$ cat src/hw/rtl/vta_pkg.sv
`timescale 1ns / 1ps
`default_nettype none
// ----------------------------------------------------------------------------
// vta_pkg
// Shared opcodes, operand kinds and front/back types for the variable table ALU.
// ----------------------------------------------------------------------------
package vta_pkg;

  localparam int DATA_W = 32;
  localparam int IDX_IN_W = 16;
  localparam int OP_W = 5;
  localparam int KIND_W = 2;

  // opcodes
  localparam logic [OP_W-1:0] OP_ADD   = 5'd0;
  localparam logic [OP_W-1:0] OP_SUB   = 5'd1;
  localparam logic [OP_W-1:0] OP_MUL   = 5'd2;
  localparam logic [OP_W-1:0] OP_DIV   = 5'd3;
  localparam logic [OP_W-1:0] OP_AND   = 5'd4;
  localparam logic [OP_W-1:0] OP_OR    = 5'd5;
  localparam logic [OP_W-1:0] OP_NOT   = 5'd6;
  localparam logic [OP_W-1:0] OP_GT    = 5'd7;
  localparam logic [OP_W-1:0] OP_EQ    = 5'd8;
  localparam logic [OP_W-1:0] OP_LT    = 5'd9;
  localparam logic [OP_W-1:0] OP_WGT   = 5'd10;
  localparam logic [OP_W-1:0] OP_WEQ   = 5'd11;
  localparam logic [OP_W-1:0] OP_WLT   = 5'd12;
  localparam logic [OP_W-1:0] OP_READ  = 5'd13;
  localparam logic [OP_W-1:0] OP_NE    = 5'd14;
  localparam logic [OP_W-1:0] OP_WNE   = 5'd15;
  localparam logic [OP_W-1:0] OP_MOD   = 5'd16;

  // operand kinds
  localparam logic [KIND_W-1:0] KIND_IMM = 2'd0;
  localparam logic [KIND_W-1:0] KIND_REF = 2'd1;
  localparam logic [KIND_W-1:0] KIND_LIT = 2'd2;

  localparam logic STATUS_OK   = 1'b0;
  localparam logic STATUS_FAIL = 1'b1;

  // classified command as held in the queue
  typedef struct packed {
    logic [OP_W-1:0]     op;
    logic                bad;
    logic                use_ref;
    logic [IDX_IN_W-1:0] tgt;
    logic [IDX_IN_W-1:0] ref_idx;
    logic [DATA_W-1:0]   n;
  } cmd_t;

  // back part status seen by the front and the checks
  typedef struct packed {
    logic clearing;
    logic wb;
  } bk_stat_t;

  typedef enum logic [3:0] {
    ST_CLEAR,
    ST_IDLE,
    ST_REF,
    ST_TGT,
    ST_EXEC,
    ST_MUL,
    ST_DIV,
    ST_DFIN
  } bk_state_t;

endpackage
`default_nettype wire

$ cat src/hw/rtl/vta_front.sv
`timescale 1ns / 1ps
`default_nettype none
// ----------------------------------------------------------------------------
// vta_front
// Accepts command beats, checks indexes, resolves the operand kind and
// holds classified commands in a two-entry queue for the back part.
// ----------------------------------------------------------------------------
module vta_front #(
  parameter int VAR_COUNT = 1024
) (
  input  wire logic                     clk,
  input  wire logic                     rst_n,
  input  wire logic                     in_valid,
  output logic                          in_ready,
  input  wire logic [4:0]               in_opcode,
  input  wire logic [15:0]              in_target_index,
  input  wire logic [1:0]               in_operand_kind,
  input  wire logic signed [31:0]       in_operand_value,
  input  wire logic [15:0]              in_operand_index,
  input  wire vta_pkg::bk_stat_t        bk_stat,
  output logic                          q_valid,
  output vta_pkg::cmd_t                 q_cmd,
  input  wire logic                     q_pop
);

  localparam logic [16:0] COUNT17 = 17'(VAR_COUNT);

  vta_pkg::cmd_t cmd_in;
  vta_pkg::cmd_t slot_r [2];
  logic          wr_ptr_r, rd_ptr_r;
  logic [1:0]    cnt_r;
  logic          push;
  logic          tgt_bad, ref_bad;

  // classify the incoming beat
  always_comb begin
    tgt_bad = {1'b0, in_target_index} >= COUNT17;
    ref_bad = (in_operand_kind == vta_pkg::KIND_REF) &&
              ({1'b0, in_operand_index} >= COUNT17);
    cmd_in.op      = in_opcode;
    cmd_in.bad     = tgt_bad || ref_bad;
    cmd_in.use_ref = in_operand_kind == vta_pkg::KIND_REF;
    cmd_in.tgt     = in_target_index;
    cmd_in.ref_idx = in_operand_index;
    if (in_operand_kind == vta_pkg::KIND_LIT) begin
      cmd_in.n = {24'd0, in_operand_value[7:0]};
    end else begin
      cmd_in.n = in_operand_value;
    end
  end

  assign in_ready = !bk_stat.clearing && (cnt_r != 2'd2);
  assign push     = in_valid && in_ready;
  assign q_valid  = cnt_r != 2'd0;
  assign q_cmd    = slot_r[rd_ptr_r];

  // queue storage
  always_ff @(posedge clk) begin
    if (push) begin
      slot_r[wr_ptr_r] <= cmd_in;
    end
  end

  // queue pointers
  always_ff @(posedge clk) begin
    if (!rst_n) begin
      wr_ptr_r <= 1'b0;
      rd_ptr_r <= 1'b0;
      cnt_r    <= 2'd0;
    end else begin
      if (push) begin
        wr_ptr_r <= !wr_ptr_r;
      end
      if (q_pop) begin
        rd_ptr_r <= !rd_ptr_r;
      end
      cnt_r <= cnt_r + 2'(push) - 2'(q_pop);
    end
  end

endmodule
`default_nettype wire

$ cat config.mk
export PLATFORM = sky130hd
export DESIGN_NAME = vta_front
export DESIGN_NICKNAME = d
export VERILOG_FILES = /design/src/hw/rtl/vta_pkg.sv /design/src/hw/rtl/vta_front.sv
export SDC_FILE = /design/constraint.sdc
export NUM_CORES = 1
export LEC_CHECK = 0
export BUFFER_PORTS_ARGS = -buffer_cell sky130_fd_sc_hd__buf_4
export CELL_PAD_IN_SITES_DETAIL_PLACEMENT = 1
export CELL_PAD_IN_SITES_GLOBAL_PLACEMENT = 1
export CORE_UTILIZATION = 35
export CTS_BUF_LIST = sky130_fd_sc_hd__clkbuf_8
export DETAILED_ROUTE_END_ITERATION = 8
export PLACE_DENSITY_LB_ADDON = 0.1
export SLEW_MARGIN = 25
export SYNTH_ARGS = -nofsm -noshare
export SYNTH_HDL_FRONTEND = slang
export SYNTH_SLANG_ARGS = --single-unit
$ cat constraint.sdc
create_clock -name clk -period 12 [get_ports clk]
set_clock_uncertainty 0.1 [all_clocks]
set_input_delay 0.6 -clock clk [delete_from_list [all_inputs] [get_ports clk]]
set_output_delay 0.6 -clock clk [all_outputs]
set_load 0.01 [all_outputs]
==> impl_metrics.tcl, run 1 <==
set metrics [dict create \
    max-vdd-ir-drop_mv 0.119 \
    synthesis.area_um2 5540 \
    netlist_instances 280 \
    horizontal_extent_of_the_die_um 128 \
    timing.critical_path.buf_inv 2 \
    post_synthesis_share_of_cell_area_spent_on_and_or_nand_and_nor_gates_pct 4.43 \
    drv_cap 0 \
    postSynthAreaPerCell_um2 19.8 \
    synth_top_area_share_pct 77.0 \
    synthArstFlopShare_pct 0 \
    power-per-cell-area_nw_per_um2 156 \
    power_switching_share_pct 21.2 \
    post-route-min-period_ns 2.62 \
    p_int_mw 0.909 \
    timing.critical_path.slowest_stage_cell "dfxtp_4" \
    total_switching_power_mw 0.245 \
    n_fill_cell 1486 \
    post_synth_xor_area_fraction_pct 0.316 \
    grt_max_degree 72 \
    cell_row_count 45 \
    timing.hold.ws_ns 0.240 \
    antenna-diode-count 0 \
    ys_warn_count 0 \
    post-cts-setup-buffer-count 0 \
    drc_errors 0 \
    floorplan.core_area_um2 15300 \
    worst_skew_pair.late_latency_ns 0.44 \
    run_status "finished clean" \
    chip_height_um 128 \
    power.share.combinational_pct 12.1 \
    hold_viol_final 0 \
    vias_per_cell 4.48 \
    cts_resized 0 \
    dieArea_um2 16300 \
    floorplan.io_pins 150 \
    worstSetupStartpointType "flop" \
    cts_hold_buf 0 \
    wire_per_inst_um 16.5 \
    nets 520 \
    worst-endpoint-arrival_ns 1.92 \
    transition_time_at_the_pin_with_the_least_slew_margin_ns 0.680 \
    critical_path.cell_chain "buf_16, mux2_2, buf_4" \
    dominantRegCellSynth "edfxtp_1" \
    final_antenna_net_count 0 \
    setup.worst_path.end_class "output pin" \
    vias 2967 \
    netlist-cell-type-count 22 \
    clk_root_buffer_cell "clkbuf_8" \
    synth-seq-area-share_pct 78.8 \
    grt_antenna_before_repair 0 \
    grt_pass1_vias 3297 \
    gr-usage-all-layers_pct 14.2 \
    crit_path_max_incr_delay_ns 0.61 \
    crit_type "flop to output pin" \
    number_of_setup_violations_in_the_final_report 0 \
    initial_core_util_pct 36.2 \
    clock_path_buffers 2 \
    utilization_pct 48.1 \
    post_route_cells_drive_above_1_share_pct 56.4 \
    pwr-share-seq_pct 51.9 \
    post_synth_edffs 142 \
    dp_hpwl_mm 6.76 \
    numClockSinks 147 \
    period_share_pct 21.8 \
    synthTopCellsByArea "edfxtp_1 77%, mux2_2 14%, and2_1 2.9%, dfxtp_1 1.8%, buf_2 0.63%" \
    synth_fa_ha_area_share_pct 0.452 \
    layout.cell_area.non_filler_um2 7370 \
    tritoncts "yes" \
    placement.io_buffers 148 \
    worst_hold_path_type "input port to flop" \
    yosys-mux-area-fraction_pct 14.4 \
    critPathMaxFanout 46 \
    detailedRoute.firstPassIterationCount 4 \
    cts_max_level 4 \
    critical_path_required_ns 11.30 \
    numCtsBuffers 17 \
    final.setup.tns_ns 0 \
    post_synthesis_compound_gate_area_fraction_pct 0.497 \
    grt_remaining_overflow 0 \
    clkPwrFrac_pct 36.0 \
    detail_route.iter0.violations 93 \
    grt_pass1_wl_mm 16.8 \
    synthDominantAreaCellType "edfxtp_1" \
    leakagePower_nw 2.70 \
    ys_seq_elements 147 \
    dpl_cell_area_um2 6920 \
    multiInputGateArea_um2 1130 \
    ff_latch_area_um2 4370 \
    power_mw 1.15 \
    totalWireLength_mm 10.9 \
    clkSlewWorstSetupHoldPaths_ns 0.08 \
    grt_setup_unrepaired "false" \
    synth_top_family_by_area "multiplexers" \
    critical_path.top_delay_family "flip-flops" \
    max_freq_ghz 0.382 \
    gpl_congestion 0.664 \
    mappedNetlistNets 359 \
    maxSlewViolCount 0 \
    max_transition_margin_pct 54.7 \
    areaGrowthSynthToFinish_pct 33.1 \
]
## power by group through the flow
stage	combinational [mW]	sequential [mW]	clock, mW
2_1_floorplan	0.0712	0.609	0
3_3_place_gp	0.132	0.616	0
3_5_place_dp	0.134	0.617	0
4_1_cts	0.135	0.606	0.432
5_1_grt	0.152	0.602	0.446
6_report	0.140	0.599	0.415
## registers in the layout (all words and copies together) (netlist names), named ones only
| register | flops |
|---|---|
| slot_r | 142 |
| rd_ptr_r | 1 |
| cnt_r | 2 |
| wr_ptr_r | 1 |
## area by class of cell
cell class / instances / area share (%)
Clock buffer: 17 / 3.17
Clock inverter: 13 / 2.60
Inverter: 3 / 0.153
Multi-Input combinational cell: 120 / 15.3
Sequential cell: 147 / 59.3
Tap cell: 211 / 3.58
Timing Repair Buffer: 152 / 15.9
## cell families (layout without fill, tap and decap cells)
family,Yosys count,after routing
xor+xnor,2,2
flops,147,147
fa+ha+maj,2,2
mux,71,71
buf+inv,13,185
simple gates,42,42
compound gates,3,3
## per-stage QoR
stage,instances,worst slack [ns]
2_1_floorplan,280,3.74
3_5_place_dp,632,9.62
4_1_cts,662,9.12
6_report,663,9.38
3_3_place_gp,631,9.60
5_1_grt,663,9.25
## layer usage
metal / vias to the layer above / global-route usage, % / share of wire [%]
met2: 89 / 24.6 / 50
met4: 0 / 7.27 / 1.8
li1: 1393 / - / -
met1: 1471 / 15.2 / 41
met5: - / 0 / 0
met3: 14 / 5.22 / 6.4
## worst register-to-register path, delay by kind of cell (launching register included)
kind	cells	cell delay, ns
buf+inv	1	0.31
flops	1	0.34
simple gates	3	0.95
## path summary, 6_finish.rpt
kind                                          start             to  slack [ns]  cells past startpoint
worst max register to register             cnt_r[1]  slot_r[1][61]        9.97                      4
worst max-delay path                           flop      q_cmd[37]        9.38                      3
worst min register to register             cnt_r[1]       cnt_r[1]        0.43                      2
worst min-delay path            in_operand_value[7]   slot_r[0][7]        0.24                      1
## cell usage after synthesis (2+ instances only)
cell / instances
dfxtp_1: 5
and2_1: 26
nor4_1: 2
edfxtp_1: 142
inv_1: 3
nand2_1: 2
mux2_2: 71
ha_1: 2
buf_2: 7
nor2b_1: 2
clkbuf_1: 3
nor2_1: 5
## placed cells by master (no fill, tap or decap), types with 2 or more instances in the layout
cell and count:
buf_4 150, edfxtp_1 142, mux2_2 71, and2_1 26, clkbuf_8 17, nor2_1 5, bufinv_16 5, dfxtp_1 4
inv_1 3, clkinv_2 3, clkinv_1 3, nor2b_1 2, nand2_1 2, ha_1 2, clkinvlp_4 2
No activity file was read; power rests on OpenSTA's default activity.
==> run 2: changes to the inputs <==
--- a/config.mk
+++ b/config.mk
@@ -5,6 +5,7 @@
 export SDC_FILE = /design/constraint.sdc
 export NUM_CORES = 1
 export LEC_CHECK = 0
+export ABC_AREA = 1
 export BUFFER_PORTS_ARGS = -buffer_cell sky130_fd_sc_hd__buf_4
 export CELL_PAD_IN_SITES_DETAIL_PLACEMENT = 1
 export CELL_PAD_IN_SITES_GLOBAL_PLACEMENT = 1
==> constraint.sdc (replaced) <==
create_clock -name clk -period 2.7 [get_ports clk]
set_clock_uncertainty 0.1 [all_clocks]
set_input_delay 0.135 -clock clk [delete_from_list [all_inputs] [get_ports clk]]
set_output_delay 0.135 -clock clk [all_outputs]
set_load 0.01 [all_outputs]
==> run 2 against run 1 <==
  * Sequential share of layout area shrank 8.0 points
  * Synthesized cell count up 15%
  * Critical path type unchanged
  * Synthesized area is 8.0% higher
  * Combinational power increased to 5.1 times the previous value
  * Worst setup slack worse by 8.9 ns
  * Critical path depth stayed put
  * Die area grew 7.8%
==> impl_metrics.tcl, run 2 <==
set metrics [dict create \
    dieArea_um2 17600 \
    crit-reg2reg-capture "slot_r[1][14]" \
    run_status "finished clean" \
    total_switching_power_mw 1.15 \
    worst_path_most_repeated_cell "buf_4" \
    post_synth_edffs 142 \
    synth_top_family_by_area "multiplexers" \
    synthesis.area_um2 5980 \
    leakagePower_nw 3.49 \
    horizontal_extent_of_the_die_um 133 \
    max-vdd-ir-drop_mv 0.297 \
    ys_warn_count 0 \
    post-route-min-period_ns 2.18 \
    critical_path.cell_chain "buf_4, mux2_4, buf_4" \
    critPathMaxFanout 25 \
    ff_latch_area_um2 4370 \
    totalWireLength_mm 12.4 \
    synthDominantAreaCellType "edfxtp_1" \
    initial_core_util_pct 35.9 \
    dpl_cell_area_um2 7310 \
    detail_route.iter0.violations 110 \
    netlist-cell-type-count 18 \
    clk_root_buffer_cell "clkbuf_8" \
    antenna-diode-count 0 \
    worstReg2RegStart "cnt_r[0]" \
    leading_cell_types_by_count_after_synthesis "142 x edfxtp_1, 70 x mux2_4, 36 x inv_1" \
    transition_time_at_the_pin_with_the_least_slew_margin_ns 0.551 \
    power.share.combinational_pct 13.5 \
    n_fill_cell 1635 \
    grt_remaining_overflow 0 \
    chip_height_um 133 \
    grt_setup_unrepaired "false" \
    clock_path_buffers 2 \
    vias_per_cell 4.31 \
    pwr-share-seq_pct 50.3 \
    grt_pass1_vias 3816 \
    gpl_congestion 0.735 \
    timing.critical_path.slowest_stage_cell "dfxtp_4" \
    power-per-cell-area_nw_per_um2 619 \
    dominantRegCellSynth "edfxtp_1" \
    synthTopCellsByArea "edfxtp_1 71%, mux2_4 18%, buf_12 2.3%, inv_1 2.3%, nor2_1 2.2%" \
    max_flop_register "slot_r" \
    whs_path_depth 6 \
    drc_errors 0 \
    multiInputGateArea_um2 1320 \
    floorplan.io_pins 150 \
    detailedRoute.firstPassIterationCount 6 \
    synth-seq-area-share_pct 73.0 \
    gr-usage-all-layers_pct 14.8 \
    period_share_pct 80.6 \
    post_route_cells_drive_above_1_share_pct 45.2 \
    max_freq_ghz 0.460 \
    final_antenna_net_count 0 \
    areaGrowthSynthToFinish_pct 42.6 \
    crit_path_max_incr_delay_ns 0.68 \
    crit_type "flop to output pin" \
    mostFrequentLayoutCell "buf_4" \
    numCtsBuffers 17 \
    nets 643 \
    clkSlewWorstSetupHoldPaths_ns 0.07 \
    worst_r2r_path_depth 5 \
    worst_skew_pair.late_latency_ns 0.43 \
    largest_register_ff_count 142 \
    library_cell_with_the_highest_instance_count_after_synthesis "edfxtp_1" \
    hold_path_origin "bk_stat[1]" \
    synthArstFlopShare_pct 0 \
    critical_path_required_ns 2.47 \
    netlist_instances 323 \
    worstSetupStartpointType "flop" \
    power_switching_share_pct 21.8 \
    clkPwrFrac_pct 36.1 \
    synth_top_area_share_pct 71.3 \
    layout.cell_area.non_filler_um2 8520 \
    regToRegSetupSlack_ns 0.90 \
    dp_hpwl_mm 7.90 \
    final.setup.tns_ns 0 \
    number_of_setup_violations_in_the_final_report 0 \
    wire_per_inst_um 15.5 \
    most-common-layout-cells "153 x buf_4, 142 x edfxtp_1, 76 x dlygate4sd3_1" \
    drv_cap 0 \
    postSynthAreaPerCell_um2 18.5 \
    worst_hold_path_type "input port to flop" \
    maxSlewViolCount 0 \
    p_int_mw 4.13 \
    mappedNetlistNets 402 \
    grt_antenna_before_repair 0 \
    post_synthesis_compound_gate_area_fraction_pct 0.251 \
    placement.io_buffers 148 \
    tritoncts "yes" \
    synth_fa_ha_area_share_pct 0.419 \
    worst-endpoint-arrival_ns 1.94 \
    numClockSinks 147 \
    ys_seq_elements 147 \
    setup.worst_path.end_class "output pin" \
    post_synthesis_share_of_cell_area_spent_on_and_or_nand_and_nor_gates_pct 3.58 \
    cts_max_level 4 \
    post_synth_xor_area_fraction_pct 0 \
    cell_row_count 47 \
    grt_pass1_wl_mm 19.5 \
    cts_resized 0 \
    largestRegisters "slot_r x142, cnt_r x2" \
    hold_viol_final 0 \
    grt_max_degree 39 \
    max_transition_margin_pct 63.2 \
    whs_endpoint "wr_ptr_r" \
    vias 3434 \
    floorplan.core_area_um2 16600 \
    yosys-mux-area-fraction_pct 17.8 \
]
run 2: cell count changes after synthesis, moves of 2 or more:
cell	change
mux2_2	-70
inv_1	+33
nor2_1	+30
nor2b_1	-2
nor4_1	-2
a21oi_1	+2
buf_2	-5
clkbuf_1	-3
and2_1	-26
nand3_1	+2
buf_12	+7
mux2_4	+70
nand2_1	+11
run 2: area by class of cell:
cell class | instances | area share, %
inverters | 36 | 1.60
clock inverters | 15 | 2.53
flip-flops and latches | 147 | 51.3
multi-input cells | 130 | 15.5
well taps | 220 | 3.23
repair buffers | 232 | 23.1
clock buffers | 17 | 2.75
run 2: power by group through the flow:
stage | registers (mW) | logic (mW) | clock network [mW]
CTS | 2.66 | 0.728 | 1.97
floorplan | 2.69 | 0.372 | 0
global placement | 2.70 | 0.623 | 0
detailed placement | 2.71 | 0.636 | 0
global route | 2.67 | 0.773 | 2.05
finish | 2.66 | 0.715 | 1.91
run 2: how the worst max path moves through the flow:
stage	start	end	cells after the start	slack, ns
4_1_cts	flop	q_cmd[54]	3	0.45
6_report	flop	q_cmd[54]	3	0.52
3_5_place_dp	cnt_r[0]	slot_r[1][26]	5	0.86
2_1_floorplan	cnt_r[0]	slot_r[1][0]	4	0.25
3_3_place_gp	cnt_r[0]	slot_r[1][68]	5	0.86
5_1_grt	flop	q_cmd[62]	3	0.41
run 2: worst max-delay path, delay by kind of cell, from the launching register on:
kind / cells / cell delay [ns]
DFF: 1 / 0.68
buffers and inverters: 2 / 0.49
muxes: 1 / 0.33
run 2: what timing repair did:
| action | CTS | global route |
|---|---|---|
| buffers inserted | 0 | 0 |
| endpoints found under the setup margin | 0 | 0 |
| hold buffers | 76 | 0 |
| hold endpoints to repair | 147 | 0 |
run 2: metal layers:
layer	vias up	part of all wire, %	GRT usage, %
li1	1650	-	-
met1	1671	40	15.9
met2	104	52	26.3
met3	9	6.2	5.29
met4	0	1.1	5.94
met5	-	0	0
run 2: cell families after synthesis:
group,Yosys count
flip-flops,147
multiplexers,71
AND/OR/NAND/NOR,54
buffers and inverters,46
AO/OA/AOI/OAI,3
adder cells (fa/ha/maj),2
run 2: through the flow:
| step | power, mW | hold slack [ns] | setup WS, ns | utilization [%] | cells |
|---|---|---|---|---|---|
| after floorplan | 3.06 | 0.128 | 0.251 | - | 323 |
| after global placement | 3.33 | 0.220 | 0.859 | 43.9 | 689 |
| after detailed placement | 3.35 | 0.223 | 0.855 | 43.9 | 689 |
| after CTS | 5.36 | 0.0532 | 0.455 | 51.2 | 797 |
| after global routing | 5.49 | 0.121 | 0.407 | 51.2 | 797 |
| final | 5.28 | 0.0883 | 0.525 | 51.2 | 797 |
